<file path="config.mk">
export PLATFORM = sky130hd
export DESIGN_NAME = multichannel_servo_pulse_sequencer_core
export DESIGN_NICKNAME = d
export VERILOG_FILES = /design/src/rtl/msps_pkg.sv /design/src/rtl/multichannel_servo_pulse_sequencer_core.sv
export SDC_FILE = /design/constraint.sdc
export NUM_CORES = 1
export LEC_CHECK = 0
export BUFFER_PORTS_ARGS = -buffer_cell sky130_fd_sc_hd__buf_2
export CORE_ASPECT_RATIO = 0.75
export CORE_MARGIN = 2
export CORE_UTILIZATION = 58
export DETAILED_ROUTE_END_ITERATION = 10
export GPL_TIMING_DRIVEN = 0
export MAX_ROUTING_LAYER = met4
export PLACE_DENSITY = 0.8
export REMOVE_ABC_BUFFERS = 1
export SETUP_SLACK_MARGIN = 0.05
export SYNTH_ARGS = -nofsm -noshare
export SYNTH_HDL_FRONTEND = slang
export SYNTH_SLANG_ARGS = --single-unit
</file>
<file path="constraint.sdc">
create_clock -name aclk -period 6.8 [get_ports aclk]
set_input_delay 0.68 -clock aclk [delete_from_list [all_inputs] [get_ports aclk]]
set_output_delay 0.68 -clock aclk [all_outputs]
set_load 0.01 [all_outputs]
</file>
<file path="src/rtl/msps_pkg.sv">
package msps_pkg;

    localparam int SERVO_COUNT_DEFAULT = 8;

    // Width of the channel pointer; it also holds the count (gap marker).
    localparam int CHAN_W = 4;
    localparam int PIN_W  = 8;

    localparam int MIN_W    = 12;
    localparam int FRAME_W  = 15;
    localparam int ANGLE_W  = 8;
    localparam int TICK_W   = 13;
    localparam int TIMER_W  = 16;
    localparam int PROD_W   = 20;
    localparam int CFG_IDX_W = 3;
    localparam int CFG_DATA_W = 15;

    localparam logic [ANGLE_W-1:0] ANGLE_CAP      = 8'd180;
    localparam logic [TIMER_W-1:0] FULL_GAP_TICKS = 16'd1000;

    // floor(p / 180) = floor(floor(p / 4) / 45); the /45 is a multiply by
    // ceil(2^24 / 45) and a shift, exact for every p below 2^20.
    localparam int DIV_IN_W   = PROD_W - 2;
    localparam int RECIP_W    = 19;
    localparam int RECIP_SH   = 24;
    localparam logic [RECIP_W-1:0] RECIP_45 = 19'd372828;
    localparam int QUOT_W     = DIV_IN_W + RECIP_W;

    localparam logic [MIN_W-1:0]   MIN_PULSE_RESET     = 12'd1000;
    localparam logic [MIN_W-1:0]   MAX_PULSE_RESET     = 12'd2000;
    localparam logic [FRAME_W-1:0] FRAME_RESET         = 15'd20000;
    localparam logic [ANGLE_W-1:0] DEFAULT_ANGLE_RESET = 8'd0;

    typedef enum logic [1:0] {
        KIND_TICK      = 2'd0,
        KIND_SET_ANGLE = 2'd1,
        KIND_START     = 2'd2,
        KIND_UNUSED    = 2'd3
    } kind_t;

    typedef enum logic [CFG_IDX_W-1:0] {
        REG_MIN_PULSE     = 3'd0,
        REG_MAX_PULSE     = 3'd1,
        REG_FRAME         = 3'd2,
        REG_DEFAULT_ANGLE = 3'd3
    } cfg_reg_t;

    typedef struct packed {
        kind_t        kind;
        logic [3:0]   servo_channel;
        logic [7:0]   angle_deg;
    } msps_in_t;

    typedef struct packed {
        logic [PIN_W-1:0]  pin_levels;
        logic [CHAN_W-1:0] active_channel;
        logic              gap_active;
        logic              compare_event;
    } msps_out_t;

endpackage

</file>
<file path="src/rtl/multichannel_servo_pulse_sequencer_core.sv">
// A word accepted on s_ is registered at each stage and in the output register before it shows on m_.
// Throughput: one word per clock, sustained; every stage moves on as soon as the
// stage after it is free, so bubbles close up and only m_ready backpressure stalls.
// Reset (aresetn low at a clock edge): drop all words in flight, stop the sequencer
// (not running, channel 0, no gap) and load the configuration registers with defaults.
module multichannel_servo_pulse_sequencer_core #(
    parameter int SERVO_COUNT = msps_pkg::SERVO_COUNT_DEFAULT
) (
    input  logic                                 aclk,
    input  logic                                 aresetn,

    input  logic                                 s_valid,
    output logic                                 s_ready,
    input  msps_pkg::msps_in_t                   s_data,

    output logic                                 m_valid,
    input  logic                                 m_ready,
    output msps_pkg::msps_out_t                  m_data,

    input  logic                                 cfg_valid,
    output logic                                 cfg_ready,
    input  logic [msps_pkg::CFG_IDX_W-1:0]       cfg_index,
    input  logic [msps_pkg::CFG_DATA_W-1:0]      cfg_data
);
    import msps_pkg::*;

    // Table index width; at least one bit so a single-channel build still works.
    localparam int IDX_W = (SERVO_COUNT > 1) ? $clog2(SERVO_COUNT) : 1;
    localparam logic [CHAN_W-1:0] LAST_CHAN = CHAN_W'(SERVO_COUNT);

    // ------------------------------------------------------------------
    // Configuration registers. Write them only while the block is idle; the block does not enforce it.
    // ------------------------------------------------------------------
    logic [MIN_W-1:0]   min_pulse_reg;
    logic [MIN_W-1:0]   max_pulse_reg;
    logic [FRAME_W-1:0] frame_reg;
    logic [ANGLE_W-1:0] default_angle_reg;

    assign cfg_ready = 1'b1;

    always_ff @(posedge aclk) begin
        if (!aresetn) begin
            min_pulse_reg     <= MIN_PULSE_RESET;
            max_pulse_reg     <= MAX_PULSE_RESET;
            frame_reg         <= FRAME_RESET;
            default_angle_reg <= DEFAULT_ANGLE_RESET;
        end else if (cfg_valid) begin
            case (cfg_index)
                REG_MIN_PULSE:     min_pulse_reg     <= cfg_data[MIN_W-1:0];
                REG_MAX_PULSE:     max_pulse_reg     <= cfg_data[MIN_W-1:0];
                REG_FRAME:         frame_reg         <= cfg_data[FRAME_W-1:0];
                REG_DEFAULT_ANGLE: default_angle_reg <= cfg_data[ANGLE_W-1:0];
                default: begin
                    // unknown index: drop the word
                end
            endcase
        end
    end

    // Span of the pulse range; a maximum below the minimum pins every angle to min.
    logic [MIN_W-1:0] span;
    assign span = (max_pulse_reg > min_pulse_reg) ? (max_pulse_reg - min_pulse_reg)
                                                  : '0;

    // ------------------------------------------------------------------
    // Handshake chain. A stage loads when it is empty or its word moves on.
    // ------------------------------------------------------------------
    logic s1_valid_reg, s2_valid_reg, s3_valid_reg, out_valid_reg;
    logic out_ready, s3_ready, s2_ready, s1_ready;

    assign out_ready = !out_valid_reg || m_ready;
    assign s3_ready  = !s3_valid_reg  || out_ready;
    assign s2_ready  = !s2_valid_reg  || s3_ready;
    assign s1_ready  = !s1_valid_reg  || s2_ready;
    assign s_ready   = s1_ready;

    logic s1_load, s2_load, s3_load, out_load;
    assign s1_load  = s_valid && s1_ready;
    assign s2_load  = s1_valid_reg && s2_ready;
    assign s3_load  = s2_valid_reg && s3_ready;
    assign out_load = s3_valid_reg && out_ready;

    always_ff @(posedge aclk) begin
        if (!aresetn) begin
            s1_valid_reg  <= 1'b0;
            s2_valid_reg  <= 1'b0;
            s3_valid_reg  <= 1'b0;
            out_valid_reg <= 1'b0;
        end else begin
            if (s1_ready)  s1_valid_reg  <= s_valid;
            if (s2_ready)  s2_valid_reg  <= s1_valid_reg;
            if (s3_ready)  s3_valid_reg  <= s2_valid_reg;
            if (out_ready) out_valid_reg <= s3_valid_reg;
        end
    end

    // ------------------------------------------------------------------
    // Stage 1: pick the angle (the default one for start) and cap it at 180.
    // ------------------------------------------------------------------
    kind_t              s1_kind_reg;
    logic [3:0]         s1_chan_reg;
    logic [ANGLE_W-1:0] s1_angle_reg;
    logic [ANGLE_W-1:0] angle_src;

    assign angle_src = (s_data.kind == KIND_START) ? default_angle_reg : s_data.angle_deg;

    always_ff @(posedge aclk) begin
        if (s1_load) begin
            s1_kind_reg  <= s_data.kind;
            s1_chan_reg  <= s_data.servo_channel;
            s1_angle_reg <= (angle_src > ANGLE_CAP) ? ANGLE_CAP : angle_src;
        end
    end

    // ------------------------------------------------------------------
    // Stage 2: span * angle.
    // ------------------------------------------------------------------
    kind_t             s2_kind_reg;
    logic [3:0]        s2_chan_reg;
    logic [PROD_W-1:0] s2_prod_reg;

    always_ff @(posedge aclk) begin
        if (s2_load) begin
            s2_kind_reg <= s1_kind_reg;
            s2_chan_reg <= s1_chan_reg;
            s2_prod_reg <= PROD_W'(span * s1_angle_reg);
        end
    end

    // ------------------------------------------------------------------
    // Stage 3: divide by 180 through the reciprocal, add min, convert to ticks.
    // ------------------------------------------------------------------
    logic [QUOT_W-1:0]  quot_full;
    logic [MIN_W-1:0]   quot;
    logic [MIN_W:0]     pulse_us;
    kind_t              s3_kind_reg;
    logic [3:0]         s3_chan_reg;
    logic [TICK_W-1:0]  s3_ticks_reg;

    assign quot_full = s2_prod_reg[PROD_W-1:2] * RECIP_45;
    assign quot      = quot_full[RECIP_SH +: MIN_W];
    assign pulse_us  = {1'b0, min_pulse_reg} + {1'b0, quot};

    always_ff @(posedge aclk) begin
        if (s3_load) begin
            s3_kind_reg  <= s2_kind_reg;
            s3_chan_reg  <= s2_chan_reg;
            // two ticks per microsecond, kept to the table width
            s3_ticks_reg <= {pulse_us[TICK_W-2:0], 1'b0};
        end
    end

    // ------------------------------------------------------------------
    // Sequencer: advance the frame state as a word leaves stage 3.
    // ------------------------------------------------------------------
    logic [TICK_W-1:0]  table_reg [SERVO_COUNT];
    logic [CHAN_W-1:0]  chan_reg, chan_next;
    logic               gap_reg, gap_next;
    logic [TICK_W-1:0]  active_reg, active_next;
    logic [TIMER_W-1:0] used_reg, used_next;
    logic [TIMER_W-1:0] remain_reg, remain_next;
    logic               running_reg, running_next;
    logic               event_next;

    logic [TIMER_W-1:0] remain_dec;
    logic [TIMER_W-1:0] used_sum;
    logic [TIMER_W-1:0] frame_ticks;
    logic [CHAN_W-1:0]  chan_inc;
    logic [TICK_W-1:0]  next_pulse;

    assign remain_dec  = remain_reg - 1'b1;
    assign used_sum    = used_reg + TIMER_W'(active_reg);
    assign frame_ticks = {frame_reg, 1'b0};
    assign chan_inc    = chan_reg + 1'b1;
    assign next_pulse  = table_reg[chan_inc[IDX_W-1:0]];

    always_comb begin
        chan_next    = chan_reg;
        gap_next     = gap_reg;
        active_next  = active_reg;
        used_next    = used_reg;
        remain_next  = remain_reg;
        running_next = running_reg;
        event_next   = 1'b0;

        case (s3_kind_reg)
            KIND_TICK: begin
                if (running_reg) begin
                    remain_next = remain_dec;
                    if (remain_dec == '0) begin
                        event_next = 1'b1;
                        if (!gap_reg) begin
                            // drop this pin, raise the next or open the gap
                            used_next = used_sum;
                            chan_next = chan_inc;
                            if (chan_inc < LAST_CHAN) begin
                                active_next = next_pulse;
                                remain_next = TIMER_W'(next_pulse);
                            end else begin
                                gap_next    = 1'b1;
                                remain_next = (used_sum < frame_ticks)
                                            ? (frame_ticks - used_sum) : FULL_GAP_TICKS;
                            end
                        end else begin
                            // gap over: start the next frame at channel 0
                            chan_next   = '0;
                            gap_next    = 1'b0;
                            used_next   = '0;
                            active_next = table_reg[0];
                            remain_next = TIMER_W'(table_reg[0]);
                        end
                    end
                end
            end
            KIND_START: begin
                chan_next    = '0;
                gap_next     = 1'b0;
                used_next    = '0;
                active_next  = s3_ticks_reg;
                remain_next  = TIMER_W'(s3_ticks_reg);
                running_next = 1'b1;
            end
            default: begin
                // set angle touches only the table; the unused kind does nothing
            end
        endcase
    end

    always_ff @(posedge aclk) begin
        if (!aresetn) begin
            chan_reg    <= '0;
            gap_reg     <= 1'b0;
            active_reg  <= '0;
            used_reg    <= '0;
            remain_reg  <= '0;
            running_reg <= 1'b0;
        end else if (out_load) begin
            chan_reg    <= chan_next;
            gap_reg     <= gap_next;
            active_reg  <= active_next;
            used_reg    <= used_next;
            remain_reg  <= remain_next;
            running_reg <= running_next;
        end
    end

    // Pulse table: start fills every entry, set angle writes one in-range entry.
    // A write while running takes effect the next time that channel rises.
    always_ff @(posedge aclk) begin
        if (out_load) begin
            for (int i = 0; i < SERVO_COUNT; i++) begin
                if (s3_kind_reg == KIND_START) begin
                    table_reg[i] <= s3_ticks_reg;
                end else if (s3_kind_reg == KIND_SET_ANGLE
                             && s3_chan_reg == 4'(i)) begin
                    table_reg[i] <= s3_ticks_reg;
                end
            end
        end
    end

    // ------------------------------------------------------------------
    // Output register: the state after the word, plus the expiry flag.
    // ------------------------------------------------------------------
    msps_out_t out_reg;
    logic [PIN_W-1:0] pins_next;

    assign pins_next = (running_next && !gap_next && chan_next < CHAN_W'(PIN_W))
                     ? (PIN_W'(1) << chan_next) : '0;

    always_ff @(posedge aclk) begin
        if (out_load) begin
            out_reg.pin_levels     <= pins_next;
            out_reg.active_channel <= chan_next;
            out_reg.gap_active     <= gap_next;
            out_reg.compare_event  <= event_next;
        end
    end

    assign m_valid = out_valid_reg;
    assign m_data  = out_reg;

    // ------------------------------------------------------------------
    // Assertions
    // ------------------------------------------------------------------
    a_gap_at_count: assert property (@(posedge aclk) disable iff (!aresetn)
        gap_reg |-> chan_reg == LAST_CHAN)
        else $error("gap runs with channel pointer not at count");

    a_chan_in_range: assert property (@(posedge aclk) disable iff (!aresetn)
        (running_reg && !gap_reg) |-> chan_reg < LAST_CHAN)
        else $error("pulsing channel out of range");

    a_idle_home: assert property (@(posedge aclk) disable iff (!aresetn)
        !running_reg |-> (chan_reg == '0 && !gap_reg))
        else $error("idle sequencer left its home position");

    a_event_from_tick: assert property (@(posedge aclk) disable iff (!aresetn)
        (out_load && event_next) |-> (s3_kind_reg == KIND_TICK && running_reg))
        else $error("expiry flagged on a word that is not a running tick");

    a_pins_clean: assert property (@(posedge aclk) disable iff (!aresetn)
        out_valid_reg |-> ($onehot0(out_reg.pin_levels)
                           && !(out_reg.gap_active && out_reg.pin_levels != '0)))
        else $error("more than one pin high, or a pin high during the gap");

endmodule

</file>
==> impl_metrics.ini, run 1 <==
[yosys]
synth_flop_cell = edfxtp_1
synth.distinct_cells = 76
syn_area_per_cell_um2 = 9.914
synth-edff-count = 166
yosys.area.top_type = edfxtp_1
synthMuxAreaShare_pct = 3.405
ys_top_cells_by_area = edfxtp_1, fa_1, ha_1
synthCells = 2131
synth-simple-area-share_pct = 14.30
synthArstFlopShare_pct = 0
synth_compound_area_share_pct = 11.08
synthXorXnorAreaFrac_pct = 3.192
ys_ff_latch = 266
synth.most_common_cell = inv_1
synth_top_family_by_area = adder cells
synthAdderAreaFrac_pct = 28.26
netlist.area_leader.share_pct = 23.59
synthTopCellsByCount = inv_1, ha_1, nand2_1, edfxtp_1, fa_1
synth_warnings = 0
synth_area_um2 = 21130
synth-seq-area-share_pct = 33.07

[routing]
vias = 16450
wl_mm = 54.20
dr.first_iter.drc_count = 1604
wl_per_cell_um = 20.16
vias_per_cell = 6.117
drtPass1Iterations = 6
drc = 0
ant_nets = 0

[floorplanning]
initial_core_util_pct = 58.87
num_rows = 60
top_level_ports = 54
core_um2 = 35880
fp.dieH_um = 169.3
fp.dieArea_um2 = 37980
die_w_um = 224.4

[clocking]
clockRootBuffer = clkbuf_16
clk_pin_slew_worst_paths_ns = 0.07
tritoncts = yes
hold_buffers = 0
clock_latency_ns = 0.59
h-tree-depth = 1
cts_num_sinks = 266
numCtsBuffers = 28
cts_buffer_depth = 3

[sta]
final-hold-violation-count = 0
min_period_ns = 7.065
fmax_mhz = 141.5
skew_ns = 0.04094
period_share_pct = 103.9
finalSetupViolations = 4
slew_headroom_pct = 13.24
rsz0062_at_grt = yes
report.final.slew_viol_count = 0
layout_setup_ws_ns = -0.2648
worstMarginPinSlew_ns = 1.297

[layout]
fin_util_pct = 66.12
drive_above_1_share_pct = 13.47
largest_reg_flops = 96
layout.nets = 2618
fillers = 2601
area_delta_synth_final_pct = 12.31

[critical_path]
end_kind = flip-flop
crit_arrival_ns = 7.39
crit_type = flip-flop to flip-flop
cp_max_fo = 3
required_ns = 7.13
crit_path_start_kind = flip-flop

[global_route]
grt_max_degree = 45
grt_pass1_wl_mm = 85.72
gr-total-overflow = 0
grt_pass1_vias = 16060
antenna_found_initial = 4
grt.total_usage_pct = 29.66

[job]
max_cap_viol_count = 0

[status]
status = finished with violations
failed_checks = negative setup slack

[place]
gp_congestion = 0.9850
dpl.hpwl_mm = 39.24
port_buffers = 52

[hold_path]
hold_path.class = input port to flip-flop
[critical path: stages (launching register included)]
cell	delay (ns)
edfxtp_1	0.48
buf_6	0.18
ha_4	0.30
inv_2	0.04
fa_1	0.53
fa_2	0.47
fa_2	0.54
fa_1	0.42
fa_1	0.51
inv_2	0.05
ha_4	0.24
and3_4	0.19
a31oi_1	0.19
o21a_1	0.18
nor2b_1	0.06
a2111o_1	0.37
xor2_2	0.29
buf_4	0.18
inv_2	0.03
fa_2	0.37
nor2b_4	0.13
o21ai_2	0.08
a21boi_2	0.17
o21ai_2	0.10
a21boi_2	0.19
o21ai_2	0.08
and4_1	0.15
a311o_1	0.30
[area by class of cell]
cell class                      instances  area (um2)  area share (%)
Inverter                              303        1142           4.814
Sequential cell                       266        6994           29.48
Multi-Input combinational cell       1494       13330           56.19
Timing Repair Buffer                  105       713.2           3.006
Clock inverter                         24       252.7           1.065
Clock buffer                           28       700.7           2.953
Tap cell                              465       581.8           2.452
Antenna cell                            4       10.01         0.04219
[stage by stage]
stage	TNS (ns)	hold WS [ns]	setup slack (ns)	cells	instance area, um2
4_1_cts	-0.2026	0.2543	-0.1020	2673	23470
3_3_place_gp	-7.836	0.4056	-1.102	2579	21700
2_1_floorplan	-0.3182	0.4003	-0.2444	2062	20850
5_1_grt	-1.413	0.2598	-0.4688	2689	23730
6_report	-0.6092	0.2672	-0.2648	2689	23730
3_5_place_dp	-8.901	0.4045	-1.160	2586	21820
[worst paths after layout]
path | from | end | slack, ns | cells past startpoint
max | s2_prod_reg[7] | s3_ticks_reg[11] | -0.26 | 27
min | s_data[9] | s1_chan_reg[1] | 0.27 | 1
min reg2reg | s1_chan_reg[2] | s2_chan_reg[2] | 0.42 | 0
max reg2reg | s2_prod_reg[7] | s3_ticks_reg[11] | -0.26 | 27
[timing repair]
action | 4_1_cts | 5_1_grt
resized for setup | 83 | 42
setup buffers | 35 | 16
gates cloned | 1 | 0
pin swaps | 66 | 13
setup endpoints to repair | 17 | 12
hold endpoints to repair | 0 | 0
[kinds of logic after synthesis]
group | after synthesis
AO/OA/AOI/OAI | 362
XOR/XNOR | 77
adder cells (fa/ha/maj) | 383
buffers and inverters | 372
flip-flops | 266
multiplexers | 41
other | 1
AND/OR/NAND/NOR | 629
[layout by cell type (no fill, tap or decap), drive strengths merged, types with 14 or more instances in the layout]
| cell type | Yosys | routed |
|---|---|---|
| dfxtp | 100 | 100 |
| or3 | 14 | 14 |
| nand2b | 26 | 26 |
| ha | 226 | 226 |
| clkbuf | 55 | 28 |
| a31oi | 14 | 14 |
| a21oi | 131 | 131 |
| nor2 | 134 | 134 |
| a21o | 15 | 15 |
| o21a | 20 | 20 |
| mux4 | 24 | 24 |
| o211ai | 19 | 19 |
| and2 | 65 | 65 |
| nand3 | 50 | 50 |
| o21ai | 54 | 54 |
| xnor2 | 53 | 53 |
| nand2 | 217 | 217 |
| edfxtp | 166 | 166 |
| fa | 157 | 157 |
| clkinv | 0 | 15 |
| xor2 | 24 | 24 |
| a211oi | 19 | 19 |
| inv | 303 | 305 |
| buf | 14 | 105 |
| nor3 | 41 | 41 |
| nor2b | 20 | 20 |
[metal layers]
| layer | GRT usage [%] | wire length (um) | part of all wire (%) |
|---|---|---|---|
| met1 | 41.21 | 22920 | 42 |
| met3 | 6.389 | 5566 | 10 |
| met5 | - | 0 | 0 |
| met2 | 44.19 | 24230 | 45 |
| met4 | 8.379 | 1481 | 2.7 |
Power of run 1 is left out: the tool's default activity adds up to more than one toggle a clock period on the data nets, which glitch-free logic cannot reach.
==> inputs of run 2 (changes only) <==
--- a/config.mk
+++ b/config.mk
@@ -8,11 +8,12 @@
 export BUFFER_PORTS_ARGS = -buffer_cell sky130_fd_sc_hd__buf_2
 export CORE_ASPECT_RATIO = 0.75
 export CORE_MARGIN = 2
-export CORE_UTILIZATION = 58
+export CORE_UTILIZATION = 65
+export CTS_CLUSTER_SIZE = 12
 export DETAILED_ROUTE_END_ITERATION = 10
 export GPL_TIMING_DRIVEN = 0
 export MAX_ROUTING_LAYER = met4
-export PLACE_DENSITY = 0.8
+export PLACE_DENSITY = 0.84
 export REMOVE_ABC_BUFFERS = 1
 export SETUP_SLACK_MARGIN = 0.05
 export SYNTH_ARGS = -nofsm -noshare
==> constraint.sdc (replaced) <==
create_clock -name aclk -period 7.7 [get_ports aclk]
set_input_delay 0.77 -clock aclk [delete_from_list [all_inputs] [get_ports aclk]]
set_output_delay 0.77 -clock aclk [all_outputs]
set_load 0.01 [all_outputs]
==> run 2 against run 1 <==
Compared with the run above: the run now ends clean; clock skew grew 0.0034 ns; core utilization grew 5.6 points; fmax shrank 7.7%; global-route usage grew 3.6 points; worst hold slack gained 0.097 ns; routed wire length grew 1.5%; design area shrank 2.8%; cell count shrank 1.9%; non-clock buffer count shrank 21; highest routed layer unchanged.
==> impl_metrics.ini, run 2 (synthesis gave the netlist of run 1 again) <==
[clocking]
cts_num_sinks = 266
clockRootBuffer = clkbuf_16
tritoncts = yes
cts_buffer_depth = 3
clock_latency_ns = 0.58
numCtsBuffers = 28
h-tree-depth = 1
clk_pin_slew_worst_paths_ns = 0.06
hold_buffers = 0

[global_route]
grt.total_usage_pct = 33.22
grt_pass1_vias = 16340
grt_max_degree = 45
gr-total-overflow = 0
grt_pass1_wl_mm = 85.53
antenna_found_initial = 0

[place]
dpl.hpwl_mm = 39.82
dp_slack_ns = -0.2849
gp_congestion = 0.9493
port_buffers = 52

[layout]
layout_commonest_cell = inv_1
area_delta_synth_final_pct = 9.197
final_cell_mix = inv_1, nand2_1, ha_1, edfxtp_1, fa_1
diodes = 0
drive_above_1_share_pct = 9.244
largest_reg_flops = 96
layout.nets = 2596

[floorplanning]
top_level_ports = 54
num_rows = 57
fp.dieArea_um2 = 33980
fp.dieH_um = 160.1
core_um2 = 32160
die_w_um = 212.2
initial_core_util_pct = 65.68

[routing]
wl_per_cell_um = 20.85
vias_per_cell = 6.274
wl_mm = 55.01
ant_nets = 0
drtPass1Iterations = 6
dr.first_iter.drc_count = 1800
vias = 16550
drc = 0

[critical_path]
end_kind = flip-flop
crit_arrival_ns = 7.98
cp_common_cell = fa_1
cp.buffers_inverters = 4
reg2reg_from = s2_prod_reg[9]
required_ns = 8.02
critPathMaxStageDelay_ns = 0.59
cp_max_fo = 4
crit_path_start_kind = flip-flop
worstReg2RegEnd = s3_ticks_reg[11]
crit_type = flip-flop to flip-flop
r2r_slack_ns = 0.04
reg2reg_depth = 26
cp_slowest_cell = fa_2
cp_top_family = adder cells

[sta]
holdWs_ns = 0.3640
layout_setup_ws_ns = 0.04363
period_share_pct = 99.43
worstMarginPinSlew_ns = 1.342
final-hold-violation-count = 0
finalSetupViolations = 0
min_period_ns = 7.656
fmax_mhz = 130.6
tns_ns = 0
slew_headroom_pct = 10.56
report.final.slew_viol_count = 0
skew_ns = 0.04430

[status]
status = complete, no violations

[job]
max_cap_viol_count = 0

[hold_path]
hold_path_depth = 1
hold_path.class = input port to flip-flop
min_to = s1_chan_reg[3]
min_from = s_data[11]
-- run 2: cell types whose count changed in the layout (fill, tap and decap cells not counted), moves of 12 or more --
cell	before	now
ha_1	204	216
ha_4	20	8
buf_4	46	26
clkbuf_1	0	14
inv_2	19	3
inv_1	282	300
-- run 2: how the worst max path moves through the flow --
stage | end | depth (start not counted) | slack (ns) | from
after detailed placement | s3_ticks_reg[11] | 27 | -0.28 | s2_prod_reg[10]
after CTS | s3_ticks_reg[11] | 27 | 0.03 | s2_prod_reg[10]
after global placement | s3_ticks_reg[11] | 27 | -0.1 | s2_prod_reg[3]
after floorplan | s3_ticks_reg[11] | 27 | 0.66 | s2_prod_reg[10]
final | s3_ticks_reg[11] | 26 | 0.04 | s2_prod_reg[9]
after global routing | s3_ticks_reg[11] | 29 | -0.1 | s2_prod_reg[5]
-- run 2: worst reg2reg max path, cell delays in order (launching register included) --
cell and delay (ns):
edfxtp_1 0.48, buf_4 0.18, ha_2 0.31, fa_1 0.55, inv_1 0.08, fa_2 0.59
fa_1 0.42, fa_1 0.52, fa_1 0.56, inv_1 0.05, ha_1 0.34, and3_4 0.20
a31oi_2 0.20, o21a_1 0.23, nor2b_1 0.08, a2111o_1 0.38, xor2_2 0.28, inv_1 0.12
fa_2 0.39, nor2b_1 0.13, o21ai_1 0.10, a21boi_1 0.24, o21ai_2 0.12, a21boi_2 0.18
o21ai_1 0.11, and4_1 0.22, a311o_1 0.35
-- run 2: final cells by class --
class                      count  area (um2)
fill                        2139        9095
sequential                   266        6989
inverter                     303        1137
multi-input combinational   1493       13000
clock inverter                 7       63.81
timing repair buffer          84       551.8
clock buffer                  43       778.2
tap                          442       553.0
-- run 2: metrics by stage --
step	instances	instance area, um2	util [%]
final	2638	23070	71.72
after global routing	2638	23070	71.72
after CTS	2628	22810	70.93
after detailed placement	2563	21790	67.74
after global placement	2556	21670	67.36
after floorplan	2062	20850	-
-- run 2: routing by layer --
metal | global-route usage [%] | up-vias | wire length, um | share of wire, %
met5 | - | - | 0 | 0
met4 | 8.995 | 0 | 1517 | 2.8
met3 | 8.122 | 161 | 6796 | 12
met2 | 47.76 | 1053 | 24070 | 44
met1 | 47.20 | 7956 | 22630 | 41
li1 | - | 7382 | - | -
-- run 2: what timing repair did --
action / CTS / global route
endpoints found under the setup margin: 7 / 12
setup buffers: 15 / 10
resized for setup: 13 / 36
pin swaps: 2 / 19
Power of run 2 is left out for the same reason.
==> inputs of run 3 (changes only) <==
--- a/config.mk
+++ b/config.mk
@@ -11,7 +11,6 @@
 export CORE_UTILIZATION = 65
 export CTS_CLUSTER_SIZE = 12
 export DETAILED_ROUTE_END_ITERATION = 10
-export GPL_TIMING_DRIVEN = 0
 export MAX_ROUTING_LAYER = met4
 export PLACE_DENSITY = 0.84
 export REMOVE_ABC_BUFFERS = 1
==> run 3 against run 2 <==
Compared with the run above: core utilization fell by 0.84 points; critical path depth is the same; sequential cell count did not move; die area unchanged; via count decreased by 1.7%; count of clock-buffer cells in the layout stayed put; highest routed layer unchanged; largest cell class unchanged; worst setup slack better by 0.15 ns; worst hold slack got worse by 0.017 ns; sequential share of layout area grew 0.35 points; routed wire length decreased by 0.89%; critical endpoint is now s3_ticks_reg[12]; clock skew about the same; first-iteration DRC count is 7.0% higher.
==> impl_metrics.ini, run 3 (synthesis gave the netlist of run 1 again) <==
[sta]
min_period_ns = 7.507
finalSetupViolations = 0
rsz0062_at_grt = no
skew_ns = 0.04433
period_share_pct = 97.49
report.final.slew_viol_count = 0
final-hold-violation-count = 0
worstMarginPinSlew_ns = 1.269
tns_ns = 0
fmax_mhz = 133.2
slew_headroom_pct = 15.09
layout_setup_ws_ns = 0.1933

[critical_path]
cp_top_family = adder cells
cp.buffers_inverters = 4
cp_max_fo = 5
crit_arrival_ns = 7.80
reg2reg_depth = 26
crit_path_start_kind = flip-flop
crit_type = flip-flop to flip-flop
end_kind = flip-flop
cp_slowest_cell = fa_1
cp.depth = 26
critPathMaxStageDelay_ns = 0.54
cp_common_cell = fa_1
required_ns = 7.99

[layout]
drive_above_1_share_pct = 7.787
area_delta_synth_final_pct = 7.918
largest_reg_flops = 96
final_cell_mix = inv_1, ha_1, nand2_1, edfxtp_1, fa_1
layout.nets = 2594
fillers = 2292
layout_commonest_cell = inv_1

[routing]
dr.first_iter.drc_count = 1926
vias_per_cell = 6.166
drtPass1Iterations = 8
ant_nets = 0
vias = 16270
drc = 0
wl_per_cell_um = 20.66
wl_mm = 54.52

[floorplanning]
top_level_ports = 54
core_um2 = 32160
initial_core_util_pct = 65.68
num_rows = 57
fp.dieH_um = 160.1
fp.dieArea_um2 = 33980
die_w_um = 212.2

[clocking]
hold_buffers = 0
clock_latency_ns = 0.60
clk_pin_slew_worst_paths_ns = 0.06
tritoncts = yes
cts_buffer_depth = 3
h-tree-depth = 1
cts_num_sinks = 266
clockRootBuffer = clkbuf_16
numCtsBuffers = 28

[global_route]
grt_pass1_wl_mm = 84.89
grt_pass1_vias = 15940
antenna_found_initial = 1
grt.total_usage_pct = 33.26
grt_max_degree = 68
gr-total-overflow = 0

[place]
dpl.hpwl_mm = 41.55
gp_congestion = 0.9564
dp_slack_ns = 0.1359
port_buffers = 52

[status]
status = complete, no violations

[hold_path]
hold_path_depth = 1
hold_path.class = input port to flip-flop

[job]
max_cap_viol_count = 0
## run 3: through the flow
stage	instances	area, um2	utilization, %	hold WS [ns]
global route	2639	22800	70.88	0.3481
floorplan	2062	20850	-	0.4003
detailed placement	2580	21860	67.95	0.4045
global placement	2580	21860	67.95	0.4078
finish	2639	22800	70.88	0.3473
CTS	2632	22720	70.63	0.3435
## run 3: final cells by class
class | count | area (um2) | area share [%]
multi-input cells | 1493 | 12770 | 56.02
flip-flops and latches | 266 | 6988 | 30.65
inverters | 303 | 1137 | 4.988
clock buffers | 43 | 760.7 | 3.337
well taps | 442 | 553.0 | 2.426
repair buffers | 82 | 485.5 | 2.129
clock inverters | 9 | 100.1 | 0.4390
diodes | 1 | 2.502 | 0.01098
## run 3: worst paths after layout
path | startpoint | end | slack, ns
worst max-delay path | s2_prod_reg[6] | s3_ticks_reg[12] | 0.19
worst min-delay path | s_data[10] | s1_chan_reg[2] | 0.35
worst max register to register | s2_prod_reg[6] | s3_ticks_reg[12] | 0.19
worst min register to register | s2_kind_reg[1] | s3_kind_reg[1] | 0.41
## run 3: routing by layer
layer	share of wire [%]	global-route usage, %	wire length [um]
met5	0	-	0
met4	3.0	9.283	1649
met3	12	9.971	6779
met2	42	45.95	22950
met1	42	47.57	23140
## run 3: what timing repair did
item | CTS | global route
gates resized for setup | 0 | 12
setup endpoints to repair | 0 | 7
setup buffers | 0 | 6
## run 3: worst reg2reg max path: stages, from the launching register on
cell and delay [ns]:
edfxtp_1 0.51, ha_1 0.44, fa_1 0.54, inv_1 0.06, fa_1 0.44, fa_1 0.51
inv_1 0.06, fa_1 0.53, inv_1 0.06, fa_1 0.53, inv_1 0.04, ha_1 0.32
and3_1 0.19, o21ai_0 0.16, o211ai_1 0.26, a22oi_2 0.29, nand2_1 0.12, o41a_1 0.36
a211oi_1 0.33, nor2_1 0.16, ha_1 0.38, nand2_1 0.16, o22ai_1 0.13, a211oi_2 0.23
o21bai_1 0.12, xnor2_1 0.16, xnor2_1 0.16
Power of run 3 is left out for the same reason.
